==> src/rtl/core/hctd_pkg.sv <==
package hctd_pkg;

    // Fixed field widths
    localparam int CODE_W = 32;
    localparam int LEN_W  = 6;

    // Accumulator gives up and flags an error at this many bits
    localparam logic [LEN_W-1:0] MAX_CODE_BITS = 6'd32;

    // Bit position of the first stream bit in a data byte
    localparam logic [2:0] BYTE_TOP_BIT = 3'd7;

    // Depth of the command queue between front and back
    localparam int QUEUE_DEPTH = 4;

    // Action codes on the input channel
    localparam logic [1:0] ACT_CLEAR = 2'd0;
    localparam logic [1:0] ACT_LOAD  = 2'd1;
    localparam logic [1:0] ACT_DATA  = 2'd2;

    typedef enum logic [1:0] {
        CMD_CLEAR,
        CMD_LOAD,
        CMD_DATA
    } cmd_kind_t;

    // One classified command as it travels through the queue
    typedef struct packed {
        cmd_kind_t         kind;
        logic [7:0]        slot;
        logic [7:0]        symbol;
        logic [LEN_W-1:0]  length;
        logic [CODE_W-1:0] code;
        logic [7:0]        data;
    } cmd_t;

    // Queue status seen by the front and the back
    typedef struct packed {
        logic full;
        logic empty;
    } q_status_t;

    // One table entry as held in the slot memory
    typedef struct packed {
        logic [LEN_W-1:0]  length;
        logic [CODE_W-1:0] code;
        logic [7:0]        symbol;
    } slot_word_t;

    typedef enum logic [2:0] {
        BK_IDLE,
        BK_BIT,
        BK_SCAN,
        BK_RESOLVE,
        BK_FLUSH
    } bk_state_t;

endpackage

==> src/rtl/core/hctd_front.sv <==
module hctd_front import hctd_pkg::*; #(
    parameter int TABLE_SLOTS = 256
) (
    input  logic              s_valid,
    output logic              s_ready,
    input  logic [1:0]        s_action,
    input  logic [7:0]        s_entry_slot,
    input  logic [7:0]        s_entry_symbol,
    input  logic [LEN_W-1:0]  s_entry_length,
    input  logic [CODE_W-1:0] s_entry_code,
    input  logic [7:0]        s_data_byte,
    input  q_status_t         q_status,
    output logic              q_push,
    output cmd_t              q_cmd
);

    logic              keep;
    logic [CODE_W-1:0] code_mask;

    // Take a beat whenever the queue has room
    assign s_ready = !q_status.full;

    // Drop code bits at and above the entry length
    always_comb begin
        for (int i = 0; i < CODE_W; i++) begin
            code_mask[i] = (LEN_W'(i) < s_entry_length);
        end
    end

    // Classify: unused actions and out-of-range loads go nowhere
    always_comb begin
        keep       = 1'b0;
        q_cmd.kind = CMD_DATA;
        unique case (s_action)
            ACT_CLEAR: begin
                keep       = 1'b1;
                q_cmd.kind = CMD_CLEAR;
            end
            ACT_LOAD: begin
                keep       = ({1'b0, s_entry_slot} < 9'(TABLE_SLOTS));
                q_cmd.kind = CMD_LOAD;
            end
            ACT_DATA: begin
                keep       = 1'b1;
                q_cmd.kind = CMD_DATA;
            end
            default: begin
                keep       = 1'b0;
                q_cmd.kind = CMD_DATA;
            end
        endcase
        q_cmd.slot   = s_entry_slot;
        q_cmd.symbol = s_entry_symbol;
        q_cmd.length = s_entry_length;
        q_cmd.code   = s_entry_code & code_mask;
        q_cmd.data   = s_data_byte;
    end

    assign q_push = s_valid && s_ready && keep;

endmodule

==> config.mk <==
export PLATFORM = sky130hd
export DESIGN_NAME = hctd_front
export DESIGN_NICKNAME = d
export VERILOG_FILES = /design/src/rtl/core/hctd_pkg.sv /design/src/rtl/core/hctd_front.sv
export SDC_FILE = /design/constraint.sdc
export NUM_CORES = 1
export LEC_CHECK = 0
export ABC_AREA = 1
export ABC_CLOCK_PERIOD_IN_PS = 800
export BUFFER_PORTS_ARGS = -buffer_cell sky130_fd_sc_hd__buf_2
export CORE_ASPECT_RATIO = 0.7
export CORE_MARGIN = 2
export CORE_UTILIZATION = 29
export DETAILED_ROUTE_END_ITERATION = 7
export PLACE_DENSITY = 0.87
export SETUP_SLACK_MARGIN = 0.15
export SLEW_MARGIN = 20
export SYNTH_ARGS = -nofsm -noshare
export SYNTH_HDL_FRONTEND = slang
export SYNTH_SLANG_ARGS = --single-unit
export TNS_END_PERCENT = 30
==> constraint.sdc <==
create_clock -name vclk -period 0.8
set_input_delay 0 -clock vclk [all_inputs]
set_output_delay 0 -clock vclk [all_outputs]
set_load 0.05 [all_outputs]
# Word level (Yosys, flattened, before mapping)
# Cells that the tools add are included.
[word_totals] output_inout_bits=66 register_bits=0 elab_cells=42
[classes] bitwise_logic=1 n_mux=2 eq_ne=2 n_reduce_logical=5 n_lt_le_gt_ge=32
[op_table] operator="5-bit by 6-bit less-than comparator with 1-bit output (first input constant)" n=16
[op_table] operator="4-bit by 6-bit less-than comparator with 1-bit output (first input constant)" n=8
[op_table] operator="32-bit bitwise AND" n=1
[op_table] operator="3-bit by 6-bit less-than comparator with 1-bit output (first input constant)" n=4
[op_table] operator="1-bit by 6-bit less-than comparator with 1-bit output (first input constant)" n=2
[op_table] operator="2-bit by 6-bit less-than comparator with 1-bit output (first input constant)" n=2
[op_table] operator="2-bit one-hot mux with 2 select lines" n=1
[op_table] operator="3-bit OR reduction" n=1
[op_table] operator="2-bit by 1-bit == test with 1-bit output (second input constant)" n=1
[op_table] operator="2-bit == test (second input constant)" n=1
[op_table] operator="1-bit logical AND" n=2
[op_table] operator="2-bit logical NOT" n=1
[op_table] operator="1-bit logical NOT" n=1
[op_table] operator="1-bit two-way mux" n=1

# Logic depth before layout (Yosys ltp)
# Gate-level depths: netlist of run 1.
[depth] depth_word=4 ltp_mapped=7 mapped_depth_nobuf=6

# Worst setup path before layout of run 1
# OpenSTA, ideal clock, no wires.
[synth_path] kind="input to output" startpoint="input port q_status[1] (netlist name)" endpoint="output port q_push" path_slack_ps=-383 path_buffers=0 cell_stages=3 arrival_ps=1183 path_cell_list="inv_1 nand2_1 a21oi_1"
[synth_between] elab_chain_len=3
[synth_rtl] item="start: declaration" line_no="hctd_front.sv:12" rtl="input q_status_t q_status,"
[synth_rtl] item="1-bit logical NOT" line_no="hctd_front.sv:21" rtl="assign s_ready = !q_status.full;"
[synth_rtl] item="1-bit logical AND (2 in a row)" line_no="hctd_front.sv:59" rtl="assign q_push = s_valid && s_ready && keep;"
[synth_rtl] item="end: declaration" line_no="hctd_front.sv:13" rtl="output logic q_push,"
# Every way passes these cells.

==> results of run 1 <==
[metrics by stage]
stage	utilization [%]	area, um^2
2_1_floorplan	-	936
3_3_place_gp	50.4	1280
3_5_place_dp	50.4	1280
4_1_cts	60.2	1530
5_1_grt	67.1	1700
6_report	67.1	1700
[cells in the final DEF, fill, tap and decap left out, drive strengths merged]
| master | count |
|---|---|
| a21oi | 5 |
| clkbuf | 1 |
| clkinv | 1 |
| and3 | 1 |
| buf | 105 |
| a21boi | 2 |
| nand3 | 7 |
| nand2 | 39 |
| nor2 | 34 |
| inv | 31 |
| o21ai | 4 |
| nor3 | 1 |
[layout make-up]
type	count	area share [%]
Timing Repair Buffer	106	47.8
Multi-Input combinational cell	93	40.4
Inverter	32	9.27
Tap cell	34	2.50
[worst min-delay path by stage]
stage                 startpoint         to  slack (ns)
2_1_floorplan        s_action[1]     q_push        0.09
3_3_place_gp      s_data_byte[2]   q_cmd[2]      0.0003
3_5_place_dp      s_data_byte[2]   q_cmd[2]      0.0003
4_1_cts           s_data_byte[2]   q_cmd[2]      0.0003
5_1_grt        s_entry_symbol[1]  q_cmd[47]     0.00007
6_report       s_entry_symbol[3]  q_cmd[49]     0.00002
[worst max-delay path, cell delays in order]
cell and delay, ns:
buf_4 0.15, inv_4 0.06, nor2_1 0.13, nand2_2 0.11, nor2_2 0.14, nor2_4 0.03
buf_4 0.18
[Yosys cell counts, types with 2 or more instances]
| master | n |
|---|---|
| o21ai_1 | 3 |
| nor2_1 | 28 |
| inv_2 | 3 |
| nor2_2 | 3 |
| nand2_4 | 3 |
| a21oi_1 | 5 |
| inv_4 | 2 |
| nor2_4 | 3 |
| a21boi_1 | 2 |
| inv_1 | 27 |
| nand2_1 | 36 |
| nand3_1 | 7 |
| buf_4 | 30 |
[timing repair]
action	in CTS	in global routing
hold buffers	0	0
endpoints found under the setup margin	31	31
setup buffers	3	3
resized for setup	77	47
pin swaps	13	7
[metal layers]
metal / wire, um / share of wire, %
met1: 1260 / 41
met2: 1650 / 53
met3: 190 / 6.1
met4: 6 / 0.19
met5: 0 / 0
[power groups by stage]
stage / logic [uW] / registers, uW / clock network (uW)
2_1_floorplan: 1130 / 0 / 0
3_3_place_gp: 1110 / 0 / 0
3_5_place_dp: 1120 / 0 / 0
4_1_cts: 1290 / 0 / 0
5_1_grt: 1480 / 0 / 0
6_report: 1410 / 0 / 0
[kinds of logic after synthesis]
group | Yosys count | synth area share, %
compound gates | 11 | 7.58
buf+inv | 64 | 45.3
simple gates | 82 | 47.1
==> out/summary.txt, run 1 <==
Site Rows - 15
Post-synth top area cell - buf_4
Switch share - 63.1%
CP endpoint kind - output port
PD cells - 829 mW/mm^2
Layout Cells excl Fill - 265
Via count - 1159
DIE AREA - 0.00317 mm^2
Diodes inserted - 0
WL/cell - 11.8 um
DR DRC count - 0
Fmax - 1230 MHz
Grt met2 use - 32.0%
Worst-path maximum fanout - 6
Mapped Area - 792 um^2
VDD IR max - 0.430 mV
Starting Density - 31.3%
Register area share after synthesis - 0%
Hold WS - 0.0000193 ns
Sequential cells - 0
Crit share post-route - 102%
Post-DRT Antenna Nets - 0
Clkbuf count - 0
DR pass1 iterations - 4
WP data required - 0.80 ns
Multi-input combinational cell area - 687 um^2
Combinational power share - 100.0%
Final WL - 3120 um
Detail Placement HPWL - 2260 um
I/O pin total - 133
Sequential share of power - 0%
Power, Total - 1410 uW
Worst slew margin - 83.2%
Switching pwr - 890 uW
Initial antenna violation count - 0
Vias per inst - 4.37
WP data arrival - 0.81 ns
Pre-CTS WS - -0.127 ns
Status - complete, but fails checks
Total core area - 0.00253 mm^2
Startpoint Class - input pin
Violated checks - setup timing
NumNets Final - 300
Kind of critical path - input pin to output port
Most area-consuming cells after synthesis - buf_4 28%, nand2_1 17%, nor2_1 13%
Tmin final - 0.813 ns
RSZ-0062 raised after global routing - yes
GP Congestion - 0.746
Leak pwr - 0.000962 uW
Layout area overhead - 115%
Final Max Slew Viols - 0
Worst Setup SP - s_entry_length[2]
GR peak layer - met2
Met1 Use GR - 19.9%
Setup WS post-layout - -0.0129 ns
Placed Cells - 259
Library cells used by synthesis - 18
Met3 usage - 1.18%
Largest net degree at the start of global routing - 9
DR iter-0 viols - 12
Final count of hold timing violations - 0
# setup viols final - 2
Vias in the first global route - 941
Synth top area share - 28.4%
Grt ovf - 0
Cells after Synth - 157
Synthesized net count - 224
CP endpoint - q_cmd[29]
First-pass GRT wire length - 3950 um
Setup TNS - -0.0254 ns
Max cap viols - 0
Layout cells sized above 1 - 75.3%
Slew of the pin with the lowest slew margin - 0.254 ns
Hold Crit Class - input pin to output port
Clk pwr share - 0%
Internal power - 520 uW
Avg Synthesized Cell Area - 5.04 um^2
Hold Path Stages - 0
Die W - 66.5 um
Synthesis warning total - 0
Register area - 0 um^2
Die height - 47.7 um
Tot GR Track Use - 15.8%
# fillers - 217
IO buf count - 84
Note: power is estimated with default switching activity, not from simulation.
==> run 2: changes to the inputs <==
- ABC_CLOCK_PERIOD_IN_PS: 800 -> 1000
- CORE_UTILIZATION: 29 -> 31
- PLACE_DENSITY: 0.87 -> 0.92
- clock period: 0.8 -> 1 ns (I/O delays scaled with it)
==> run 2 against run 1 <==
Net effect: the flow now finishes without violations; combinational power is 38% lower; critical path depth is 1 lower; hold slack hardly changed; die area is 6.0% lower.
==> out/summary.txt, run 2 (same netlist as run 1, synthesis figures left out) <==
Placed Cells - 247
Final WL - 2480 um
Layout cells sized above 1 - 56.1%
Sequential cells - 0
Startpoint Class - input pin
Via count - 1082
Final count of hold timing violations - 0
Fmax - 1200 MHz
First-pass GRT wire length - 3580 um
Placed inst area - 0.00106 mm^2
Tmin final - 0.835 ns
WP data required - 1.00 ns
Die height - 46.3 um
Max cap viols - 0
Leak pwr - 0.000808 uW
Initial antenna violation count - 0
Post-route cell area - 0.00121 mm^2
Clkbuf count - 0
# setup viols final - 0
Vias per inst - 4.36
Starting Density - 32.5%
WL/cell - 10.0 um
Site Rows - 15
Diodes inserted - 0
CP endpoint kind - output port
# hold bufs at CTS - 0
Worst-path maximum fanout - 5
NumNets Final - 283
DIE AREA - 0.00298 mm^2
PD cells - 722 mW/mm^2
Detail Placement HPWL - 2060 um
Layout Cells excl Fill - 248
GP Congestion - 0.669
Register area - 0 um^2
Vias in the first global route - 844
DR DRC count - 0
Slew of the pin with the lowest slew margin - 0.281 ns
Total core area - 0.00244 mm^2
Crit share post-route - 83.5%
Grt ovf - 0
Largest net degree at the start of global routing - 9
DR iter-0 viols - 18
Post-DRT Antenna Nets - 0
IO buf count - 84
Commonest cells after routing, fill and taps aside - 68 x buf_2, 32 x nand2_1, 25 x inv_1, 23 x nor2_1, 13 x buf_4
Die W - 64.4 um
Tot GR Track Use - 15.0%
WP data arrival - 0.84 ns
DR pass1 iterations - 4
Layout area overhead - 53.1%
Worst slew margin - 81.2%
Kind of critical path - input pin to output port
Commonest non-fill, non-tap cell in the layout - buf_2
RSZ-0062 raised after global routing - yes
Status - complete, no violations
Hold Crit Class - input pin to output port
Final Max Slew Viols - 0
I/O pin total - 133
VDD IR max - 0.309 mV
[run 2: cell types whose count changed in the layout (fill, tap and decap cells not counted), sizes merged]
| cell | change |
|---|---|
| buf | -16 |
| clkbuf | -1 |
| clkinv | -1 |
| inv | +1 |
[run 2: routing by layer]
layer	up-vias	track usage (%)	wire length, um
met4	0	1.28	13
met1	460	19.7	1010
met3	4	3.18	306
met5	-	0	0
li1	548	-	-
met2	70	26.9	1160
[run 2: stage by stage]
step           utilization, %  total power, uW  setup TNS [ns]  setup WS [ns]  hold WS (ns)
6_report                 49.7              876               0          0.165     0.0000220
5_1_grt                  49.7              933               0         0.0934     0.0000765
4_1_cts                  44.9              820               0          0.131      0.000341
3_5_place_dp             43.3              797               0         0.0585      0.000341
3_3_place_gp             43.3              790               0         0.0816      0.000341
2_1_floorplan               -              841          -0.381        -0.0644         0.145
[run 2: worst max-delay path, cell delays in order]
cell and delay (ns):
buf_2 0.16, inv_1 0.09, o21ai_1 0.15, inv_2 0.07, nor2_1 0.10, buf_2 0.26
[run 2: power by group]
| part | total (uW) | leakage, uW | internal [uW] | switching (uW) |
|---|---|---|---|---|
| Sequential | 0 | 0 | 0 | 0 |
| Combinational | 876 | 0.000808 | 261 | 615 |
| Clock | 0 | 0 | 0 | 0 |
[run 2: layout make-up]
type                       instances  area [um^2]
tap                               34         42.5
multi-input combinational         93          499
fill                             259         1230
timing repair buffer              89          541
inverter                          32          130
[run 2: final timing paths]
| kind | depth (start not counted) | from | to |
|---|---|---|---|
| hold / removal | 0 | s_data_byte[6] | q_cmd[6] |
| setup / recovery | 6 | s_entry_length[2] | q_cmd[22] |
[run 2: what timing repair did]
action | 4_1_cts | 5_1_grt
endpoints found under the setup margin | 18 | 25
setup buffers | 1 | 0
pin swaps | 0 | 9
resized for setup | 13 | 43
cloned | 0 | 0
endpoints found under the hold margin | 0 | 0
