===== src/rtl/core/hctd_pkg.sv =====
package hctd_pkg;

    // Fixed field widths
    localparam int CODE_W = 32;
    localparam int LEN_W  = 6;

    // Accumulator gives up and flags an error at this many bits
    localparam logic [LEN_W-1:0] MAX_CODE_BITS = 6'd32;

    // Bit position of the first stream bit in a data byte
    localparam logic [2:0] BYTE_TOP_BIT = 3'd7;

    // Depth of the command queue between front and back
    localparam int QUEUE_DEPTH = 4;

    // Action codes on the input channel
    localparam logic [1:0] ACT_CLEAR = 2'd0;
    localparam logic [1:0] ACT_LOAD  = 2'd1;
    localparam logic [1:0] ACT_DATA  = 2'd2;

    typedef enum logic [1:0] {
        CMD_CLEAR,
        CMD_LOAD,
        CMD_DATA
    } cmd_kind_t;

    // One classified command as it travels through the queue
    typedef struct packed {
        cmd_kind_t         kind;
        logic [7:0]        slot;
        logic [7:0]        symbol;
        logic [LEN_W-1:0]  length;
        logic [CODE_W-1:0] code;
        logic [7:0]        data;
    } cmd_t;

    // Queue status seen by the front and the back
    typedef struct packed {
        logic full;
        logic empty;
    } q_status_t;

    // One table entry as held in the slot memory
    typedef struct packed {
        logic [LEN_W-1:0]  length;
        logic [CODE_W-1:0] code;
        logic [7:0]        symbol;
    } slot_word_t;

    typedef enum logic [2:0] {
        BK_IDLE,
        BK_BIT,
        BK_SCAN,
        BK_RESOLVE,
        BK_FLUSH
    } bk_state_t;

endpackage


===== src/rtl/core/hctd_cmd_fifo.sv =====
module hctd_cmd_fifo import hctd_pkg::*; (
    input  logic      aclk,
    input  logic      aresetn,
    input  logic      push,
    input  cmd_t      push_cmd,
    input  logic      pop,
    output cmd_t      pop_cmd,
    output q_status_t status
);

    localparam int PTR_W = (QUEUE_DEPTH > 1) ? $clog2(QUEUE_DEPTH) : 1;
    localparam int CNT_W = $clog2(QUEUE_DEPTH + 1);

    cmd_t             entry_reg [QUEUE_DEPTH];
    logic [PTR_W-1:0] wr_ptr_reg, wr_ptr_next;
    logic [PTR_W-1:0] rd_ptr_reg, rd_ptr_next;
    logic [CNT_W-1:0] count_reg, count_next;
    logic             do_push, do_pop;

    assign status.full  = (count_reg == CNT_W'(QUEUE_DEPTH));
    assign status.empty = (count_reg == '0);
    assign do_push      = push && !status.full;
    assign do_pop       = pop && !status.empty;
    assign pop_cmd      = entry_reg[rd_ptr_reg];

    // Pointer and fill count
    always_comb begin
        wr_ptr_next = wr_ptr_reg;
        rd_ptr_next = rd_ptr_reg;
        count_next  = count_reg;
        if (do_push) begin
            wr_ptr_next = (wr_ptr_reg == PTR_W'(QUEUE_DEPTH - 1)) ? '0 : wr_ptr_reg + 1'b1;
        end
        if (do_pop) begin
            rd_ptr_next = (rd_ptr_reg == PTR_W'(QUEUE_DEPTH - 1)) ? '0 : rd_ptr_reg + 1'b1;
        end
        if (do_push && !do_pop) begin
            count_next = count_reg + 1'b1;
        end else if (do_pop && !do_push) begin
            count_next = count_reg - 1'b1;
        end
    end

    always_ff @(posedge aclk) begin
        if (!aresetn) begin
            wr_ptr_reg <= '0;
            rd_ptr_reg <= '0;
            count_reg  <= '0;
        end else begin
            wr_ptr_reg <= wr_ptr_next;
            rd_ptr_reg <= rd_ptr_next;
            count_reg  <= count_next;
        end
    end

    // Payload storage, no reset
    always_ff @(posedge aclk) begin
        if (do_push) begin
            entry_reg[wr_ptr_reg] <= push_cmd;
        end
    end

endmodule


===== config.mk =====
export PLATFORM = sky130hd
export DESIGN_NAME = hctd_cmd_fifo
export DESIGN_NICKNAME = d
export VERILOG_FILES = /design/src/rtl/core/hctd_pkg.sv /design/src/rtl/core/hctd_cmd_fifo.sv
export SDC_FILE = /design/constraint.sdc
export NUM_CORES = 1
export LEC_CHECK = 0
export ABC_CLOCK_PERIOD_IN_PS = 6230
export BUFFER_PORTS_ARGS = -buffer_cell sky130_fd_sc_hd__buf_4
export CORE_MARGIN = 4
export CORE_UTILIZATION = 60
export CTS_CLUSTER_DIAMETER = 80
export CTS_CLUSTER_SIZE = 30
export DETAILED_ROUTE_END_ITERATION = 12
export HOLD_SLACK_MARGIN = 0.02
export MAX_ROUTING_LAYER = met4
export PLACE_DENSITY = 0.82
export REMOVE_ABC_BUFFERS = 1
export SLEW_MARGIN = 0
export SYNTH_ARGS = -nofsm -noshare
export SYNTH_HDL_FRONTEND = slang
export SYNTH_SLANG_ARGS = --single-unit

===== constraint.sdc =====
create_clock -name aclk -period 6.23 [get_ports aclk]
set_input_delay 0.9345 -clock aclk [delete_from_list [all_inputs] [get_ports aclk]]
set_output_delay 0.9345 -clock aclk [all_outputs]
set_load 0.01 [all_outputs]

# --- Word-level counts from Yosys, hierarchy flattened ---
# Memory sizes are Yosys's and may differ from the RTL's. A register that Yosys moved wholly into a read port is not among the register bits.
# Index checks and enable logic that the tools add are counted.
totals:
  ff_bits: 7
  ram_bits: 256
  output_inout_bits: 66
  memories: 1
classes:
  add_sub_neg: 4
  n_eq_ne: 3
  mux: 8
  n_reduce_logical: 10
memory_table:
  columns: ["name", "depth", "word_bits", "rd", "rd_clocked_by_memory_dff", "wr", "line", "rtl"]
  rows:
  - ["entry_reg", 4, 64, 1, 1, 1, "hctd_cmd_fifo.sv:14", "cmd_t entry_reg [QUEUE_DEPTH];"]
ops:
  columns: ["op", "count"]
  rows:
  - ["2-bit 2-to-1 mux", 4]
  - ["3-bit 2-to-1 mux", 2]
  - ["2-bit by 1-bit adder with 2-bit output (second input constant)", 2]
  - ["2-bit == test (second input constant)", 2]
  - ["1-bit logical AND", 4]
  - ["1-bit logical NOT", 4]
  - ["3-bit by 1-bit adder with 3-bit output (second input constant)", 1]
  - ["3-bit == test (second input constant)", 1]
  - ["3-bit logical NOT", 1]
  - ["3-bit by 1-bit subtractor with 3-bit output (second input constant)", 1]
  - ["1-bit 2-to-1 mux", 2]
  - ["2-bit nonzero test", 1]

# --- Depth between registers and ports, before layout ---
# Gate-level depths: netlist (run 1).
depth:
  depth_word: 7
  ltp_mapped: 9
  depth_no_buf: 8

# --- Worst setup path before layout (run 1) ---
# No wires, ideal clock.
synth_path:
  path_kind: "input-to-reg"
  start: "input port push"
  end: "memory entry_reg[0][0] (netlist name) (enable)"
  setup_time_ps: 429
  arrival_ps: 2730
  t_required_ps: 5801
  slack_ps: 3072
  cell_stages: 3
  n_path_buf: 1
  path_cell_list: "nor2b_1 -> buf_2 -> and2_1"
synth_between:
  elab_chain_len: 3
synth_lines:
  columns: ["element", "line", "rtl"]
  rows:
  - ["start, declared", "hctd_cmd_fifo.sv:4", "input logic push,"]
  - ["1-bit logical AND", "hctd_cmd_fifo.sv:22", "assign do_push = push && !status.full;"]
  - ["via do_push", "hctd_cmd_fifo.sv:18", "logic do_push, do_pop;"]
  - ["1-bit 2-to-1 mux", "hctd_cmd_fifo.sv:58", "if (do_push) begin"]
  - ["1-bit 2-to-1 mux (implied by the code)", "hctd_cmd_fifo.sv:59", "entry_reg[wr_ptr_reg] <= push_cmd;"]
  - ["end, declared", "hctd_cmd_fifo.sv:14", null]
# The timed path passes the listed nets, and every way through them passes these cells.

==> results.cfg, run 1 <==
[power]
total_power_uw = 4210
vdd_ir_drop_max_mv = 0.268
static_power_due_to_leakage_uw = 0.00373
p_per_area_mw_per_mm2 = 374

[clocking]
tritoncts_num_sinks = 265
post_cts.repair.setup_buffers = 0
clock_insertion_delay_worst_skew_ns = 0.47
cts_hold_buffers = 0
cts_buffers = 12
clkSlewWorstSetupHoldPaths_ns = 0.11
h_tree_depth = 1
clk_path_buf_depth = 3
cts_resized = 0
tritoncts = done
clock_tree_root_buffer_cell = clkbuf_16

[yosys]
synth_compound_gate_area_share_pct = 0.307
synth.yosys.seq_area_share_pct = 80.4
synth_most_common_cell = edfxtp_1
post_synth_most_frequent_cells = 256 x edfxtp_1, 60 x mux4_2, 9 x dfxtp_1
postSynthRegisterBits = 265
synthFlopType = edfxtp_1
synth_fa_ha_area_share_pct = 0.971
yosys.cell_types.count = 26
netlist_instances = 385
synth_top_area_share_pct = 78.5
yosysTopAreaCell = edfxtp_1
edff_count_synth = 256
ys_warn_count = 0
async_reset_ff_share_pct = 0
syn_area_sq_mm = 0.00979
ys_top_cells_by_area = edfxtp_1 79%, mux4_2 14%, dfxtp_1 1.8%
synth_top_family_by_area = multiplexers
synthXorXnorAreaFrac_pct = 0.179
synth_area_per_cell_sq_um = 25.4
muxShareOfSynthArea_pct = 15.2
yosys.area_share.simple_pct = 1.10

[worst_setup_path]
worstReg2RegEnd = count_reg[2]
setup.reg_to_reg.worst_slack_ns = 3.69
crit_arrival_ns = 2.74
timing.reg2reg.worst_path_depth = 8
critical_path_class = register to output pin
worst-endpoint-required_ns = 5.30
crit-reg2reg-launch = count_reg[0]
biggest_fanout_along_the_worst_timing_path = 41
setup.worst_path.start_class = register
worst_setup_path_end_kind = output pin

[routing]
antenna_violating_nets_post_route = 0
avgViaCountPerCell = 5.84
detail_route.iter0.violations = 327
detail_route.first_pass.iterations = 4
drt_drc_violations_left = 0
route.vias.total = 4305
post_drt_wl_per_cell_um = 22.3
wirelength_um = 16400

[cells_and_area]
areaGrowthSynthToFinish_pct = 15.0
fill_cells = 950
largest_reg_flops = 256
drive_gt1_share_pct = 41.3
layout.nets = 592

[floorplanning]
core_sq_mm = 0.0159
floorplan.initialDensity_pct = 61.4
core.rowCount = 46
floorplan.die_area_sq_mm = 0.0184
die_w_um = 136
fp.dieH_um = 136
ioPinCount = 134

[sta]
min_period_ns = 3.67
grt_setup_unrepaired = false
setup_violations = 0
slew_headroom_pct = 34.5
final_max_slew_viol_count = 0
worstMarginPinSlew_ns = 0.983
timing.final.crit_share_pct = 59.0
fin_worst_skew_ns = 0.0149
finalHoldViolations = 0
fin_tns_setup_ns = 0
maximum_frequency_from_static_timing_analysis_ghz = 0.272

[grt]
combined_global_route_utilization_of_all_metal_layers_pct = 18.8
grt_start_max_net_pins = 65
gr-total-overflow = 0
grt_pass1_wl_um = 25400
first_global_vias = 4573
initial_antenna_violation_count = 1

[min_path]
worstHoldStart = rd_ptr_reg[1]
holdCritPathClass = register to register
whs_path_depth = 2

[run_status]
outcome = complete, no violations

[placed_design]
hpwl_um = 9600
gpl.final_weighted_congestion = 0.676
numPortBuffers = 133

[run]
timing.max_cap.violations = 0
cell type report:
| type | count | area [sq um] | area share [%] |
|---|---|---|---|
| Clock inverter | 1 | 6.26 | 0.0556 |
| Multi-Input combinational cell | 101 | 1750 | 15.5 |
| Tap cell | 216 | 270 | 2.40 |
| Timing Repair Buffer | 134 | 1010 | 8.94 |
| Inverter | 3 | 11.3 | 0.100 |
| Clock buffer | 16 | 337 | 2.99 |
| Sequential cell | 265 | 7880 | 70.0 |
| Antenna cell | 1 | 2.50 | 0.0222 |
cell families (layout without fill, tap and decap cells):
kind of cell             Yosys count  in the layout
AO/OA/AOI/OAI                      5              5
XOR/XNOR                           2              2
adder cells (fa/ha/maj)            7              7
buffers and inverters             19            154
flip-flops                       265            265
multiplexers                      67             67
other                              0              1
AND/OR/NAND/NOR                   20             20
metal layers:
layer | part of all wire, % | wire (um) | track usage, % | up-vias
met1 | 40 | 6620 | 25.5 | 2263
met3 | 6.8 | 1110 | 3.71 | 21
li1 | - | - | - | 1881
met2 | 52 | 8490 | 30.8 | 140
met4 | 1.4 | 225 | 3.47 | 0
met5 | 0 | 0 | - | -
power by group:
part	internal, uW	total (uW)	switching (uW)
registers	2170	2310	143
logic	579	1020	445
clock network	386	871	485
placed cells by master, fill, tap and decap left out:
cell type	netlist	layout
or3_1	1	1
nor3b_2	1	1
inv_4	0	1
fa_1	1	1
and2_1	5	1
edfxtp_1	256	256
mux2i_1	3	3
a21boi_0	1	1
clkbuf_16	0	13
mux4_1	4	4
dfxtp_4	0	2
nand2_1	6	6
nand3_1	2	2
nor2b_1	2	2
diode_2	0	1
o21ai_0	3	3
nor2_1	2	2
xor2_1	1	1
dfxtp_1	9	7
buf_4	0	134
o31ai_1	1	1
ha_1	6	6
and2_4	0	4
mux4_2	60	60
xnor2_1	1	1
inv_1	3	3
nor3_1	1	1
clkbuf_1	1	3
worst max path at each step:
stage             endpoint  slack [ns]     start  cells after the start
4_1_cts        pop_cmd[55]        2.43  register                      3
6_report       pop_cmd[55]        2.56  register                      3
5_1_grt        pop_cmd[55]        2.26  register                      3
3_3_place_gp   pop_cmd[55]        2.96  register                      3
3_5_place_dp   pop_cmd[55]        2.95  register                      3
2_1_floorplan  pop_cmd[43]        1.86  register                      1
stage by stage:
stage | util, % | hold WS, ns | instances | setup WS (ns) | instance area, sq um
finish | 70.6 | 0.533 | 737 | 2.56 | 11300
global route | 70.6 | 0.570 | 737 | 2.26 | 11300
CTS | 70.6 | 0.539 | 736 | 2.43 | 11300
detailed placement | 68.4 | 0.516 | 719 | 2.95 | 10900
global placement | 68.4 | 0.474 | 719 | 2.96 | 10900
floorplan | - | 0.468 | 369 | 1.86 | 9620
worst max-delay path, stage by stage (launching register included):
cell and delay, ns:
dfxtp_4 0.93, buf_4 0.57, mux4_1 0.61, buf_4 0.16
Power figures use the tool's default switching activity.
==> run 2: changes to the inputs <==
--- a/config.mk
+++ b/config.mk
@@ -5,16 +5,17 @@
 export SDC_FILE = /design/constraint.sdc
 export NUM_CORES = 1
 export LEC_CHECK = 0
-export ABC_CLOCK_PERIOD_IN_PS = 6230
+export ABC_AREA = 1
+export ABC_CLOCK_PERIOD_IN_PS = 3100
 export BUFFER_PORTS_ARGS = -buffer_cell sky130_fd_sc_hd__buf_4
 export CORE_MARGIN = 4
-export CORE_UTILIZATION = 60
+export CORE_UTILIZATION = 51
 export CTS_CLUSTER_DIAMETER = 80
 export CTS_CLUSTER_SIZE = 30
 export DETAILED_ROUTE_END_ITERATION = 12
 export HOLD_SLACK_MARGIN = 0.02
 export MAX_ROUTING_LAYER = met4
-export PLACE_DENSITY = 0.82
+export PLACE_DENSITY = 0.74
 export REMOVE_ABC_BUFFERS = 1
 export SLEW_MARGIN = 0
 export SYNTH_ARGS = -nofsm -noshare
==> constraint.sdc (replaced) <==
create_clock -name aclk -period 3.1 [get_ports aclk]
set_input_delay 0.465 -clock aclk [delete_from_list [all_inputs] [get_ports aclk]]
set_output_delay 0.465 -clock aclk [all_outputs]
set_load 0.01 [all_outputs]
==> results.cfg, run 2 <==
[sta]
setup_violations = 0
final_critical_path_setup_slack_ns = 0.480
fin_worst_skew_ns = 0.0193
grt_setup_unrepaired = false
finalHoldWorstSlack_ns = 0.175
maximum_frequency_from_static_timing_analysis_ghz = 0.382
timing.final.crit_share_pct = 84.5
finalHoldViolations = 0
slew_headroom_pct = 54.0
final_max_slew_viol_count = 0
min_period_ns = 2.62
worstMarginPinSlew_ns = 0.689

[routing]
drt_drc_violations_left = 0
post_drt_wl_per_cell_um = 18.2
avgViaCountPerCell = 5.40
detail_route.first_pass.iterations = 4
route.vias.total = 5825
antenna_violating_nets_post_route = 0
wirelength_um = 19600
detail_route.iter0.violations = 359

[cells_and_area]
areaGrowthSynthToFinish_pct = 16.3
most_common_library_cell_in_the_layout_ignoring_fill_and_taps = edfxtp_1
largest_reg_flops = 256
n_diodes = 0
layout.nets = 887
seqCellArea_sq_mm = 0.00787
most_frequent_cells_in_the_layout = 256 x edfxtp_1, 143 x buf_4, 141 x nor2_1
multi_input_area_sq_mm = 0.00181
fill_cells = 1486
drive_gt1_share_pct = 21.4

[worst_setup_path]
worst_setup_path_end_kind = output pin
biggest_fanout_along_the_worst_timing_path = 62
worst-endpoint-required_ns = 2.63
crit_arrival_ns = 2.15
critical_path_class = register to output pin
setup.worst_path.start_class = register

[yosys]
synth_area_per_cell_sq_um = 14.5
netlist_instances = 691
ys_warn_count = 0
post_synth_most_frequent_cells = 256 x edfxtp_1, 145 x nor2_1, 74 x o21ai_0
synthFlopType = edfxtp_1
synth_most_common_cell = edfxtp_1
yosysTopAreaCell = edfxtp_1
edff_count_synth = 256
yosys.cell_types.count = 21
async_reset_ff_share_pct = 0
syn_area_sq_mm = 0.00999
synth.yosys.seq_area_share_pct = 78.7
synth_top_area_share_pct = 76.9
postSynthRegisterBits = 265
ys_top_cells_by_area = edfxtp_1 77%, nor2_1 5.4%, o22ai_1 4.0%

[placed_design]
hpwl_um = 11200
placement.setup.worst_slack_ns = 0.972
numPortBuffers = 133
gpl.final_weighted_congestion = 0.768

[clocking]
clock_tree_root_buffer_cell = clkbuf_16
tritoncts_num_sinks = 265
clk_path_buf_depth = 3
h_tree_depth = 1
clock_insertion_delay_worst_skew_ns = 0.48
post_cts.repair.setup_buffers = 0
tritoncts = done
clkSlewWorstSetupHoldPaths_ns = 0.11
cts_buffers = 13
cts_resized = 0
cts_hold_buffers = 0

[grt]
grt_pass1_wl_um = 30600
gr-usage-met1_pct = 24.0
first_global_vias = 5732
grtUsageMet2_pct = 30.8
combined_global_route_utilization_of_all_metal_layers_pct = 18.2
gr-max-usage-layer = met2
grt_start_max_net_pins = 129
initial_antenna_violation_count = 0
grt_use_met3_pct = 2.58
gr-total-overflow = 0

[floorplanning]
fp.dieH_um = 148
floorplan.initialDensity_pct = 52.5
core.rowCount = 50
ioPinCount = 134
floorplan.die_area_sq_mm = 0.0219
core_sq_mm = 0.0190
die_w_um = 148

[min_path]
holdCritPathClass = input pin to register

[power]
p_per_area_mw_per_mm2 = 800
vdd_ir_drop_max_mv = 0.567
total_power_uw = 9300
static_power_due_to_leakage_uw = 0.00406

[run_status]
outcome = complete, no violations

[run]
timing.max_cap.violations = 0
run 2: metrics by stage:
step | std cells | utilization, % | area, sq um | setup TNS, ns
6_report | 1078 | 61.1 | 11600 | 0
5_1_grt | 1078 | 61.1 | 11600 | 0
4_1_cts | 1078 | 61.1 | 11600 | 0
3_5_place_dp | 1057 | 59.1 | 11200 | 0
3_3_place_gp | 1057 | 59.1 | 11200 | 0
2_1_floorplan | 650 | - | 9710 | -274.32
run 2: final cells by class:
cell class,instances,share of cell area [%]
Clock inverter,6,0.388
Clock buffer,15,2.95
Inverter,19,0.635
Sequential cell,265,67.8
Tap cell,260,2.80
Timing Repair Buffer,147,9.93
Multi-Input combinational cell,366,15.5
run 2: cell families (layout without fill, tap and decap cells):
| family | after synthesis | after routing | share of synthesized area [%] |
|---|---|---|---|
| AOI/OAI and AO/OA | 196 | 196 | 10.6 |
| DFF | 265 | 265 | 78.7 |
| buffers and inverters | 60 | 187 | 3.51 |
| and+or+nand+nor | 163 | 163 | 6.20 |
| adders and majority gates | 7 | 7 | 0.952 |
run 2: critical path: stages, from the launching register on:
cell and delay, ns:
dfxtp_4 0.38, inv_4 0.49, buf_4 0.36, nor2_1 0.07, o22ai_1 0.21, buf_4 0.16
run 2: path summary, 6_finish.rpt:
kind,start,end,slack [ns],cells past startpoint
setup / recovery,register,pop_cmd[40],0.48,5
hold / removal,push_cmd[17],entry_reg[0][17],0.18,1
setup reg to reg,count_reg[1],count_reg[1],0.95,9
hold reg to reg,count_reg[0],count_reg[0],0.52,2
run 2: power breakdown:
part | total (uW) | internal, uW | switching, uW
combinational | 2970 | 1180 | 1790
sequential | 4460 | 4360 | 102
clock | 1870 | 821 | 1050
total | 9300 | 6360 | 2940
run 2: per-layer routing:
metal / vias up / wire [um] / part of all wire (%)
met5: - / 0 / 0
met4: 0 / 342 / 1.7
met3: 20 / 986 / 5.0
met2: 150 / 9970 / 51
met1: 2856 / 8280 / 42
li1: 2799 / - / -
